[src/rtl/sha1_stream_hasher_assert.svh]
// Assertion macros for the SHA-1 stream hasher.
// Included by the top level; expands to nothing when SYNTH is defined.
`ifndef SHA1_STREAM_HASHER_ASSERT_SVH
`define SHA1_STREAM_HASHER_ASSERT_SVH
`ifndef SYNTH
`define SHA1SH_ASSERT_IMP(label, clk, rst, ante, cons, msg) \
   label: assert property (@(posedge clk) disable iff (rst) (ante) |-> (cons)) \
      else $error(msg);
`define SHA1SH_ASSERT_NXT(label, clk, rst, ante, cons, msg) \
   label: assert property (@(posedge clk) disable iff (rst) (ante) |=> (cons)) \
      else $error(msg);
`else
`define SHA1SH_ASSERT_IMP(label, clk, rst, ante, cons, msg)
`define SHA1SH_ASSERT_NXT(label, clk, rst, ante, cons, msg)
`endif
`endif

[src/rtl/sha1sh_pkg.sv]
// Shared types, constants and round functions of the SHA-1 stream hasher.
// No dependencies; imported by every module of the block.
package sha1sh_pkg;

   localparam int BLOCK_BYTES  = 64;
   localparam int BLOCK_WORDS  = BLOCK_BYTES / 4;
   localparam int FILL_W       = $clog2(BLOCK_BYTES);
   localparam int WCNT_W       = $clog2(BLOCK_WORDS);
   localparam int LEN_OFFSET   = 56;
   localparam logic [WCNT_W-1:0] LEN_WORD  = WCNT_W'(LEN_OFFSET / 4);
   localparam logic [WCNT_W-1:0] LAST_WORD = WCNT_W'(BLOCK_WORDS - 1);
   localparam logic [7:0] PAD_BYTE = 8'h80;

   localparam int ROUNDS = 80;
   localparam int RND_W  = $clog2(ROUNDS + 1);
   localparam logic [RND_W-1:0] FOLD_ROUND = RND_W'(ROUNDS);

   localparam int DIGEST_WORDS = 5;
   localparam int DIDX_W       = 3;
   localparam logic [DIDX_W-1:0] LAST_DIDX = DIDX_W'(DIGEST_WORDS - 1);

   localparam int Q_DEPTH = 4;
   localparam int Q_AW    = $clog2(Q_DEPTH);

   localparam int REQ_DATA_W = 8;
   localparam int RSP_DATA_W = 40;
   localparam int RSP_PAD_W  = RSP_DATA_W - 32 - DIDX_W;

   typedef logic [31:0] word_type;

   typedef enum logic {
      OP_ABSORB = 1'b0,
      OP_FINISH = 1'b1
   } op_type;

   typedef enum logic {
      CMD_WORD   = 1'b0,
      CMD_DIGEST = 1'b1
   } cmd_type;

   // One queue entry: a big-endian message word, or a digest request whose
   // bit 0 carries the length overflow flag.
   typedef struct packed {
      cmd_type  kind;
      word_type data;
   } qent_type;

   function automatic word_type h_init(input logic [DIDX_W-1:0] idx);
      word_type v;
      case (idx)
         3'd0:    v = 32'h67452301;
         3'd1:    v = 32'hEFCDAB89;
         3'd2:    v = 32'h98BADCFE;
         3'd3:    v = 32'h10325476;
         default: v = 32'hC3D2E1F0;
      endcase
      return v;
   endfunction

   function automatic word_type round_k(input logic [RND_W-1:0] rnd);
      word_type v;
      if (rnd < RND_W'(20))      v = 32'h5A827999;
      else if (rnd < RND_W'(40)) v = 32'h6ED9EBA1;
      else if (rnd < RND_W'(60)) v = 32'h8F1BBCDC;
      else                       v = 32'hCA62C1D6;
      return v;
   endfunction

   function automatic word_type round_f(input logic [RND_W-1:0] rnd,
                                        input word_type b,
                                        input word_type c,
                                        input word_type d);
      word_type v;
      if (rnd < RND_W'(20))      v = (b & c) | (~b & d);
      else if (rnd < RND_W'(40)) v = b ^ c ^ d;
      else if (rnd < RND_W'(60)) v = (b & c) | (b & d) | (c & d);
      else                       v = b ^ c ^ d;
      return v;
   endfunction

endpackage

[src/rtl/sha1_stream_hasher.sv]
// SHA-1 stream hasher: takes a message one byte per transaction and returns
// its 160-bit SHA-1 digest as five 32-bit words, most significant word first.
// Bytes are packed into words and queued, and a full 64-byte block is
// compressed by one round unit (a load step, 80 rounds and the chain
// update) while the next block loads, so on long messages the round unit
// sets the pace. A finish transaction adds 3 to 18 padding words, one or
// two compressions, then five result transactions; the length overflow
// flag rides on tuser of all five. No memory clearing pass is needed after
// reset. Depends on sha1sh_pkg and the assertion header.
`include "sha1_stream_hasher_assert.svh"

module sha1_stream_hasher (
   input  logic        clock,
   input  logic        reset,
   input  logic        req_tvalid,
   output logic        req_tready,
   input  logic [sha1sh_pkg::REQ_DATA_W-1:0] req_tdata,  // [7:0] data_byte
   input  logic        req_tuser,                        // [0] operation
   output logic        rsp_tvalid,
   input  logic        rsp_tready,
   // [31:0] digest_word, [34:32] word_index, [39:35] zero
   output logic [sha1sh_pkg::RSP_DATA_W-1:0] rsp_tdata,
   output logic        rsp_tlast,                        // last_word
   output logic        rsp_tuser                         // [0] length_overflow
);
   import sha1sh_pkg::*;

   logic              q_in_valid;
   logic              q_in_ready;
   qent_type          q_in_ent;
   logic              q_out_valid;
   logic              q_out_ready;
   qent_type          q_out_ent;
   word_type          rsp_word;
   logic [DIDX_W-1:0] rsp_idx;

   sha1sh_front u_front (
      .clock      (clock),
      .reset      (reset),
      .req_tvalid (req_tvalid),
      .req_tready (req_tready),
      .req_op     (op_type'(req_tuser)),
      .req_byte   (req_tdata),
      .q_valid    (q_in_valid),
      .q_ready    (q_in_ready),
      .q_ent      (q_in_ent)
   );

   sha1sh_fifo u_fifo (
      .clock      (clock),
      .reset      (reset),
      .push_valid (q_in_valid),
      .push_ready (q_in_ready),
      .push_ent   (q_in_ent),
      .pop_valid  (q_out_valid),
      .pop_ready  (q_out_ready),
      .pop_ent    (q_out_ent)
   );

   sha1sh_core u_core (
      .clock     (clock),
      .reset     (reset),
      .q_valid   (q_out_valid),
      .q_ready   (q_out_ready),
      .q_ent     (q_out_ent),
      .rsp_valid (rsp_tvalid),
      .rsp_ready (rsp_tready),
      .rsp_word  (rsp_word),
      .rsp_idx   (rsp_idx),
      .rsp_last  (rsp_tlast),
      .rsp_ovf   (rsp_tuser)
   );

   assign rsp_tdata = {{RSP_PAD_W{1'b0}}, rsp_idx, rsp_word};

   `SHA1SH_ASSERT_IMP(a_last_matches_index, clock, reset, rsp_tvalid,
      rsp_tlast == (rsp_tdata[34:32] == LAST_DIDX), "tlast does not match word index")
   `SHA1SH_ASSERT_NXT(a_gap_after_digest, clock, reset, rsp_tvalid && rsp_tready && rsp_tlast,
      !rsp_tvalid, "result valid right after the last digest word")
   `SHA1SH_ASSERT_NXT(a_finish_blocks_input, clock, reset, req_tvalid && req_tready && req_tuser,
      !req_tready, "input taken while padding a finished message")

endmodule

[src/rtl/sha1sh_front.sv]
// Front end: accepts byte transactions, counts message bits, packs words
// and generates the padding words. Depends on sha1sh_pkg.
module sha1sh_front (
   input  logic               clock,
   input  logic               reset,
   input  logic               req_tvalid,
   output logic               req_tready,
   input  sha1sh_pkg::op_type req_op,
   input  logic [7:0]         req_byte,
   output logic               q_valid,
   input  logic               q_ready,
   output sha1sh_pkg::qent_type q_ent
);
   import sha1sh_pkg::*;

   typedef enum logic [2:0] {
      ST_DATA,
      ST_PAD,
      ST_ZERO,
      ST_LEN_HI,
      ST_LEN_LO,
      ST_DIGEST
   } state_type;

   state_type         state_ff, state_in;
   logic [FILL_W-1:0] fill_ff, fill_in;
   logic [63:0]       bits_ff, bits_in;
   logic              ovf_ff, ovf_in;
   logic [23:0]       acc_ff, acc_in;
   logic [WCNT_W-1:0] nxt_wcnt;
   logic [64:0]       bits_sum;
   word_type          pad_word;

   assign nxt_wcnt = fill_ff[FILL_W-1:2] + 1'b1;
   assign bits_sum = {1'b0, bits_ff} + 65'd8;

   // Close the partial word with the pad byte.
   always_comb begin
      case (fill_ff[1:0])
         2'd0:    pad_word = {PAD_BYTE, 24'd0};
         2'd1:    pad_word = {acc_ff[7:0], PAD_BYTE, 16'd0};
         2'd2:    pad_word = {acc_ff[15:0], PAD_BYTE, 8'd0};
         default: pad_word = {acc_ff[23:0], PAD_BYTE};
      endcase
   end

   always_comb begin
      state_in   = state_ff;
      fill_in    = fill_ff;
      bits_in    = bits_ff;
      ovf_in     = ovf_ff;
      acc_in     = acc_ff;
      req_tready = 1'b0;
      q_valid    = 1'b0;
      q_ent.kind = CMD_WORD;
      q_ent.data = '0;
      unique case (state_ff)
         ST_DATA: begin
            req_tready = q_ready;
            q_ent.data = {acc_ff, req_byte};
            if (req_tvalid && q_ready) begin
               if (req_op == OP_ABSORB) begin
                  bits_in = bits_sum[63:0];
                  if (bits_sum[64]) ovf_in = 1'b1;
                  acc_in  = {acc_ff[15:0], req_byte};
                  fill_in = fill_ff + 1'b1;
                  if (fill_ff[1:0] == 2'd3) q_valid = 1'b1;
               end else begin
                  state_in = ST_PAD;
               end
            end
         end
         ST_PAD, ST_ZERO: begin
            q_valid    = 1'b1;
            q_ent.data = (state_ff == ST_PAD) ? pad_word : '0;
            if (q_ready) begin
               fill_in  = {nxt_wcnt, 2'b00};
               state_in = (nxt_wcnt == LEN_WORD) ? ST_LEN_HI : ST_ZERO;
            end
         end
         ST_LEN_HI: begin
            q_valid    = 1'b1;
            q_ent.data = bits_ff[63:32];
            if (q_ready) state_in = ST_LEN_LO;
         end
         ST_LEN_LO: begin
            q_valid    = 1'b1;
            q_ent.data = bits_ff[31:0];
            if (q_ready) state_in = ST_DIGEST;
         end
         ST_DIGEST: begin
            q_valid    = 1'b1;
            q_ent.kind = CMD_DIGEST;
            q_ent.data = {31'd0, ovf_ff};
            if (q_ready) begin
               bits_in  = '0;
               ovf_in   = 1'b0;
               fill_in  = '0;
               state_in = ST_DATA;
            end
         end
         default: state_in = ST_DATA;
      endcase
   end

   always_ff @(posedge clock) begin
      if (reset) begin
         state_ff <= ST_DATA;
         fill_ff  <= '0;
         bits_ff  <= '0;
         ovf_ff   <= 1'b0;
      end else begin
         state_ff <= state_in;
         fill_ff  <= fill_in;
         bits_ff  <= bits_in;
         ovf_ff   <= ovf_in;
      end
      acc_ff <= acc_in;
   end

endmodule

[src/rtl/sha1sh_fifo.sv]
// Short queue of word and digest commands between front and back end.
// Depends on sha1sh_pkg.
module sha1sh_fifo (
   input  logic                 clock,
   input  logic                 reset,
   input  logic                 push_valid,
   output logic                 push_ready,
   input  sha1sh_pkg::qent_type push_ent,
   output logic                 pop_valid,
   input  logic                 pop_ready,
   output sha1sh_pkg::qent_type pop_ent
);
   import sha1sh_pkg::*;

   qent_type        mem_ff [Q_DEPTH];
   logic [Q_AW-1:0] wr_ptr_ff;
   logic [Q_AW-1:0] rd_ptr_ff;
   logic [Q_AW:0]   cnt_ff;
   logic            do_push;
   logic            do_pop;

   assign push_ready = (cnt_ff != (Q_AW+1)'(Q_DEPTH));
   assign pop_valid  = (cnt_ff != '0);
   assign pop_ent    = mem_ff[rd_ptr_ff];
   assign do_push    = push_valid && push_ready;
   assign do_pop     = pop_valid && pop_ready;

   always_ff @(posedge clock) begin
      if (reset) begin
         wr_ptr_ff <= '0;
         rd_ptr_ff <= '0;
         cnt_ff    <= '0;
      end else begin
         if (do_push) wr_ptr_ff <= wr_ptr_ff + 1'b1;
         if (do_pop)  rd_ptr_ff <= rd_ptr_ff + 1'b1;
         if (do_push && !do_pop)      cnt_ff <= cnt_ff + 1'b1;
         else if (do_pop && !do_push) cnt_ff <= cnt_ff - 1'b1;
      end
      if (do_push) mem_ff[wr_ptr_ff] <= push_ent;
   end

endmodule

[src/rtl/sha1sh_core.sv]
// Back end: block load buffer, message schedule, one-round-per-cycle
// compression, chain value and digest output register. Depends on sha1sh_pkg.
module sha1sh_core (
   input  logic                 clock,
   input  logic                 reset,
   input  logic                 q_valid,
   output logic                 q_ready,
   input  sha1sh_pkg::qent_type q_ent,
   output logic                 rsp_valid,
   input  logic                 rsp_ready,
   output sha1sh_pkg::word_type rsp_word,
   output logic [sha1sh_pkg::DIDX_W-1:0] rsp_idx,
   output logic                 rsp_last,
   output logic                 rsp_ovf
);
   import sha1sh_pkg::*;

   word_type          ld_ff [BLOCK_WORDS];
   logic [WCNT_W-1:0] ldcnt_ff;
   logic              ldfull_ff;
   word_type          w_ff [BLOCK_WORDS];
   word_type          a_ff, b_ff, c_ff, d_ff, e_ff;
   logic [RND_W-1:0]  rnd_ff;
   logic              busy_ff;
   word_type          h_ff [DIGEST_WORDS];
   logic              out_valid_ff;
   logic [DIDX_W-1:0] out_idx_ff;
   word_type          out_word_ff;
   logic              out_ovf_ff;

   logic              take_word;
   logic              take_dig;
   logic              start;
   logic              out_done;
   logic [DIDX_W-1:0] out_idx_nx;
   word_type          t_sum;
   word_type          w_mix;
   word_type          w_new;

   assign take_word = q_valid && (q_ent.kind == CMD_WORD) && !ldfull_ff;
   // Digest waits until the final block has been folded into the chain.
   assign take_dig  = q_valid && (q_ent.kind == CMD_DIGEST) && !ldfull_ff &&
                      !busy_ff && !out_valid_ff;
   assign q_ready   = take_word || take_dig;
   assign start     = ldfull_ff && !busy_ff && !out_valid_ff;
   assign out_done  = out_valid_ff && rsp_ready;
   assign out_idx_nx = out_idx_ff + 1'b1;

   assign t_sum = {a_ff[26:0], a_ff[31:27]} + round_f(rnd_ff, b_ff, c_ff, d_ff) +
                  e_ff + round_k(rnd_ff) + w_ff[0];
   assign w_mix = w_ff[13] ^ w_ff[8] ^ w_ff[2] ^ w_ff[0];
   assign w_new = {w_mix[30:0], w_mix[31]};

   assign rsp_valid = out_valid_ff;
   assign rsp_word  = out_word_ff;
   assign rsp_idx   = out_idx_ff;
   assign rsp_last  = (out_idx_ff == LAST_DIDX);
   assign rsp_ovf   = out_ovf_ff;

   always_ff @(posedge clock) begin
      if (reset) begin
         ldcnt_ff     <= '0;
         ldfull_ff    <= 1'b0;
         busy_ff      <= 1'b0;
         rnd_ff       <= '0;
         out_valid_ff <= 1'b0;
         out_idx_ff   <= '0;
         for (int i = 0; i < DIGEST_WORDS; i++) h_ff[i] <= h_init(DIDX_W'(i));
      end else begin
         if (take_word) begin
            for (int i = 0; i < BLOCK_WORDS - 1; i++) ld_ff[i] <= ld_ff[i+1];
            ld_ff[BLOCK_WORDS-1] <= q_ent.data;
            ldcnt_ff <= ldcnt_ff + 1'b1;
            if (ldcnt_ff == LAST_WORD) ldfull_ff <= 1'b1;
         end

         if (start) begin
            for (int i = 0; i < BLOCK_WORDS; i++) w_ff[i] <= ld_ff[i];
            a_ff      <= h_ff[0];
            b_ff      <= h_ff[1];
            c_ff      <= h_ff[2];
            d_ff      <= h_ff[3];
            e_ff      <= h_ff[4];
            rnd_ff    <= '0;
            busy_ff   <= 1'b1;
            ldfull_ff <= 1'b0;
         end else if (busy_ff) begin
            if (rnd_ff == FOLD_ROUND) begin
               h_ff[0] <= h_ff[0] + a_ff;
               h_ff[1] <= h_ff[1] + b_ff;
               h_ff[2] <= h_ff[2] + c_ff;
               h_ff[3] <= h_ff[3] + d_ff;
               h_ff[4] <= h_ff[4] + e_ff;
               busy_ff <= 1'b0;
            end else begin
               a_ff <= t_sum;
               b_ff <= a_ff;
               c_ff <= {b_ff[1:0], b_ff[31:2]};
               d_ff <= c_ff;
               e_ff <= d_ff;
               for (int i = 0; i < BLOCK_WORDS - 1; i++) w_ff[i] <= w_ff[i+1];
               w_ff[BLOCK_WORDS-1] <= w_new;
               rnd_ff <= rnd_ff + 1'b1;
            end
         end

         if (take_dig) begin
            out_valid_ff <= 1'b1;
            out_idx_ff   <= '0;
            out_word_ff  <= h_ff[0];
            out_ovf_ff   <= q_ent.data[0];
         end else if (out_done) begin
            if (out_idx_ff == LAST_DIDX) begin
               // Restart the chain for the next message.
               out_valid_ff <= 1'b0;
               for (int i = 0; i < DIGEST_WORDS; i++) h_ff[i] <= h_init(DIDX_W'(i));
            end else begin
               out_idx_ff  <= out_idx_nx;
               out_word_ff <= h_ff[out_idx_nx];
            end
         end
      end
   end

endmodule

[config.mk]
export PLATFORM = sky130hd
export DESIGN_NAME = sha1_stream_hasher
export DESIGN_NICKNAME = d
export VERILOG_FILES = /design/src/rtl/sha1sh_pkg.sv /design/src/rtl/sha1_stream_hasher.sv /design/src/rtl/sha1sh_front.sv /design/src/rtl/sha1sh_fifo.sv /design/src/rtl/sha1sh_core.sv
export VERILOG_INCLUDE_DIRS = /design/src /design/src/rtl
export SDC_FILE = /design/constraint.sdc
export NUM_CORES = 2
export LEC_CHECK = 0
export ABC_AREA = 0
export BUFFER_PORTS_ARGS = -buffer_cell sky130_fd_sc_hd__buf_2
export CAP_MARGIN = 10
export CORE_ASPECT_RATIO = 1.1
export CORE_MARGIN = 2
export CORE_UTILIZATION = 54
export CTS_CLUSTER_DIAMETER = 60
export DETAILED_ROUTE_END_ITERATION = 10
export HOLD_SLACK_MARGIN = 0.08
export PLACE_DENSITY = 0.7
export REMOVE_ABC_BUFFERS = 1
export SYNTH_ARGS = -nofsm -noshare
export SYNTH_HDL_FRONTEND = slang
export SYNTH_SLANG_ARGS = --single-unit
[constraint.sdc]
create_clock -name clock -period 64.5 [get_ports clock]
set_input_delay 9.675 -clock clock [delete_from_list [all_inputs] [get_ports clock]]
set_output_delay 9.675 -clock clock [all_outputs]
set_load 0.01 [all_outputs]
==> run metrics <==
CTS tree=done; DP Worst Slack=51.79 ns; Seq pwr share=52.3%; register bit total from synthesis=1,630; crit end category=register; sequential cell area fraction in the yosys report=61.2%; Max clock buf depth=3; Max Clock Skew=0.0345 ns; hold crit path type=reg2reg; most common cell after layout, fill and taps aside=edfxtp_1; DP HPWL=107 mm; setup total negative slack=0 ns; drt wl/cell=21.5 um; PostCTS Resize Cnt=0; clock network fraction of total power=36.2%; 1st-iter DRT viols=4,156; Reg2Reg Launch Point=u_core.rnd_ff[4]; R2R cell count=25; final wirelength=166 mm; endpoints failing setup=0; num rows=144; Distinct cells, synth=91; Max-Cap Viols=0; Post-DRT Antenna Nets=0; core box area=140,000 um2; Die Ht=397 um; layout cells sized above 1=16.1%; cell count after synthesis=5,692; DRC=0; Layout Nets=6,127; Cell Pwr Density=32.1 nW/um2; PortBufs=51; required time worst endpoint=65.03 ns; number of global-route vias before repair=44,579; H-tree levels=4; final period utilization=18.5%; Worst Path Arrival=12.46 ns; Horiz. Die Dim=361 um; pins over their slew limit=0; most frequent cells in the layout=edfxtp_1, nand2_1, mux2_2; top-level port count=57; post-route minimum period=11.93 ns; Synth async-reset ratio=0%; Initial Util=54.3%; Yosys Warn Count=0; largest net degree at the start of global routing=188; Final Hold Violating Endpoints=0; Clock Sink Count=1,630; Post-synth EDFFs=1,373; Comb power frac=11.6%; Cell Area, Synth=75,800 um2; diodes inserted=0; GRT overflow=0; GPL Wtd Cong=0.919; initial antenna violation count=2; CP Class=in2reg; NetSw=0.674 mW; clk slew on worst S/H paths=0.06 ns; Post-Syn Area per Cell=13.3 um2; P_leak=30.2 nW; cts hold-fix bufs=0; Max VDD drop=0.0362 mV; vias per inst=5.89; area grow syn2layout=10.2%; Internal=2.01 mW; crit path launch type=primary input; DR pass1 iterations=9; Total Routing Usage GR=23.1%; switching part of the total power=25.1%; worst setup path start=reset; CP Max Fanout=71; number of buffers added for setup after CTS=0; worst r2r dst=u_core.a_ff[20]; status=completed; clk_lat worst skew=0.82 ns; routed vias=45,420; r2r setup slk=56.80 ns; fmax=83.8 MHz; Root Driver=clkbuf_16; die area=143,000 um2; Worst Max-Slew Pin Slew=1.31 ns; Slew Limit Headroom=12.6%; fill cell count=10,756; global-route wire length before repair=257 mm; CTS buffer count=171; ys flop type=edfxtp_1; PnR worst setup slack=52.57 ns; worst setup path endpoint=u_core.w_ff[0][250]; RSZ-0062 raised after global routing=false
[kinds of logic after synthesis]
family	after synthesis	synth area share (%)
buffers and inverters	460	2.36
adder cells (fa/ha/maj)	362	7.21
other	1	0.00495
multiplexers	605	9.85
AO/OA/AOI/OAI	921	7.69
XOR/XNOR	308	3.56
flip-flops	1630	61.2
AND/OR/NAND/NOR	1405	8.15
[stage by stage]
| stage | util (%) | power, mW | area [um2] | std cells | hold WS [ns] |
|---|---|---|---|---|---|
| after global placement | 55.9 | 1.72 | 78100 | 7403 | 0.421 |
| after CTS | 59.9 | 2.71 | 83600 | 7716 | 0.426 |
| final | 59.9 | 2.69 | 83600 | 7717 | 0.421 |
| after global routing | 59.9 | 2.78 | 83600 | 7717 | 0.435 |
| after detailed placement | 55.9 | 1.74 | 78100 | 7403 | 0.427 |
| after floorplan | - | 1.76 | 74900 | 5471 | 0.420 |
[worst max-delay path: stages]
cell and delay (ns):
buf_2 0.30, or2_4 0.33, buf_4 0.78, buf_4 0.84, mux2_2 0.42
[worst min-delay path by stage]
stage	cells after the start	slack, ns	start	end
floorplan	0	0.42	u_core.ld_ff[1][0]	u_core.ld_ff[0][0]
global placement	0	0.42	u_core.ld_ff[13][9]	u_core.ld_ff[12][9]
detailed placement	0	0.43	u_core.ld_ff[14][10]	u_core.ld_ff[13][10]
CTS	0	0.43	u_core.ld_ff[10][12]	u_core.ld_ff[9][12]
global route	0	0.44	u_core.ld_ff[10][12]	u_core.ld_ff[9][12]
finish	0	0.42	u_core.ld_ff[10][12]	u_core.ld_ff[9][12]
[power by group through the flow]
stage / Clock [mW] / Sequential, mW / Combinational [mW]
3_5_place_dp: 0 / 1.43 / 0.310
3_3_place_gp: 0 / 1.42 / 0.302
2_1_floorplan: 0 / 1.57 / 0.197
5_1_grt: 1.03 / 1.42 / 0.338
6_report: 0.971 / 1.40 / 0.311
4_1_cts: 0.991 / 1.40 / 0.312
[cell type report]
cell class              count  area, um2  area share (%)
multi-input cells        3606      27800            33.2
well taps                1825       2280            2.73
clock buffers             218       4570            5.47
inverters                 235        882            1.06
flip-flops and latches   1630      46400            55.5
repair buffers            108        756           0.904
clock inverters            95        933            1.12
[synth_stat cells, types with 20 or more instances]
cell / n / share of area [%]
edfxtp_1: 1373 / 54
nand2_1: 721 / 3.6
mux2_2: 481 / 7.1
nor2_1: 319 / 1.6
a21oi_1: 304 / 2.0
dfxtp_1: 257 / 6.8
ha_1: 237 / 3.9
inv_1: 234 / 1.2
xnor2_1: 208 / 2.4
o21ai_0: 200 / 1.3
clkbuf_1: 161 / 0.80
fa_1: 125 / 3.3
xor2_1: 100 / 1.2
a21o_1: 88 / 0.87
nand3_1: 66 / 0.44
mux4_2: 65 / 1.9
mux2i_1: 59 / 0.78
nor3_1: 51 / 0.34
o211ai_1: 51 / 0.51
nor2b_1: 49 / 0.40
a211oi_1: 35 / 0.35
and3_1: 32 / 0.26
buf_2: 32 / 0.21
nand4_1: 30 / 0.25
nand2b_1: 28 / 0.23
buf_1: 27 / 0.13
a22oi_1: 26 / 0.26
a31oi_1: 25 / 0.21
o21a_1: 24 / 0.24
o32ai_1: 23 / 0.27
and2_1: 22 / 0.18
or3_1: 22 / 0.18
o21bai_1: 20 / 0.20
[flip-flops by register name, indices dropped and copies added, names as in the netlist, 4 cells and up, named ones only]
name,flops
u_core.h_ff,160
u_core.c_ff,32
u_core.rnd_ff,7
u_core.w_ff,512
u_fifo.mem_ff,132
u_front.fill_ff,6
u_front.acc_ff,24
u_core.d_ff,32
u_front.bits_ff,61
u_core.a_ff,32
u_core.b_ff,32
u_core.e_ff,32
u_core.ld_ff,512
u_core.ldcnt_ff,4
u_core.rsp_word,32
[metal layers]
layer	vias up	routed length, um	track usage (%)
li1	21021	-	-
met1	22705	72800	32.2
met2	1392	77500	36.8
met3	302	9880	3.46
met4	0	6010	8.96
met5	-	0	0
Note: power is estimated with default switching activity, not from simulation.
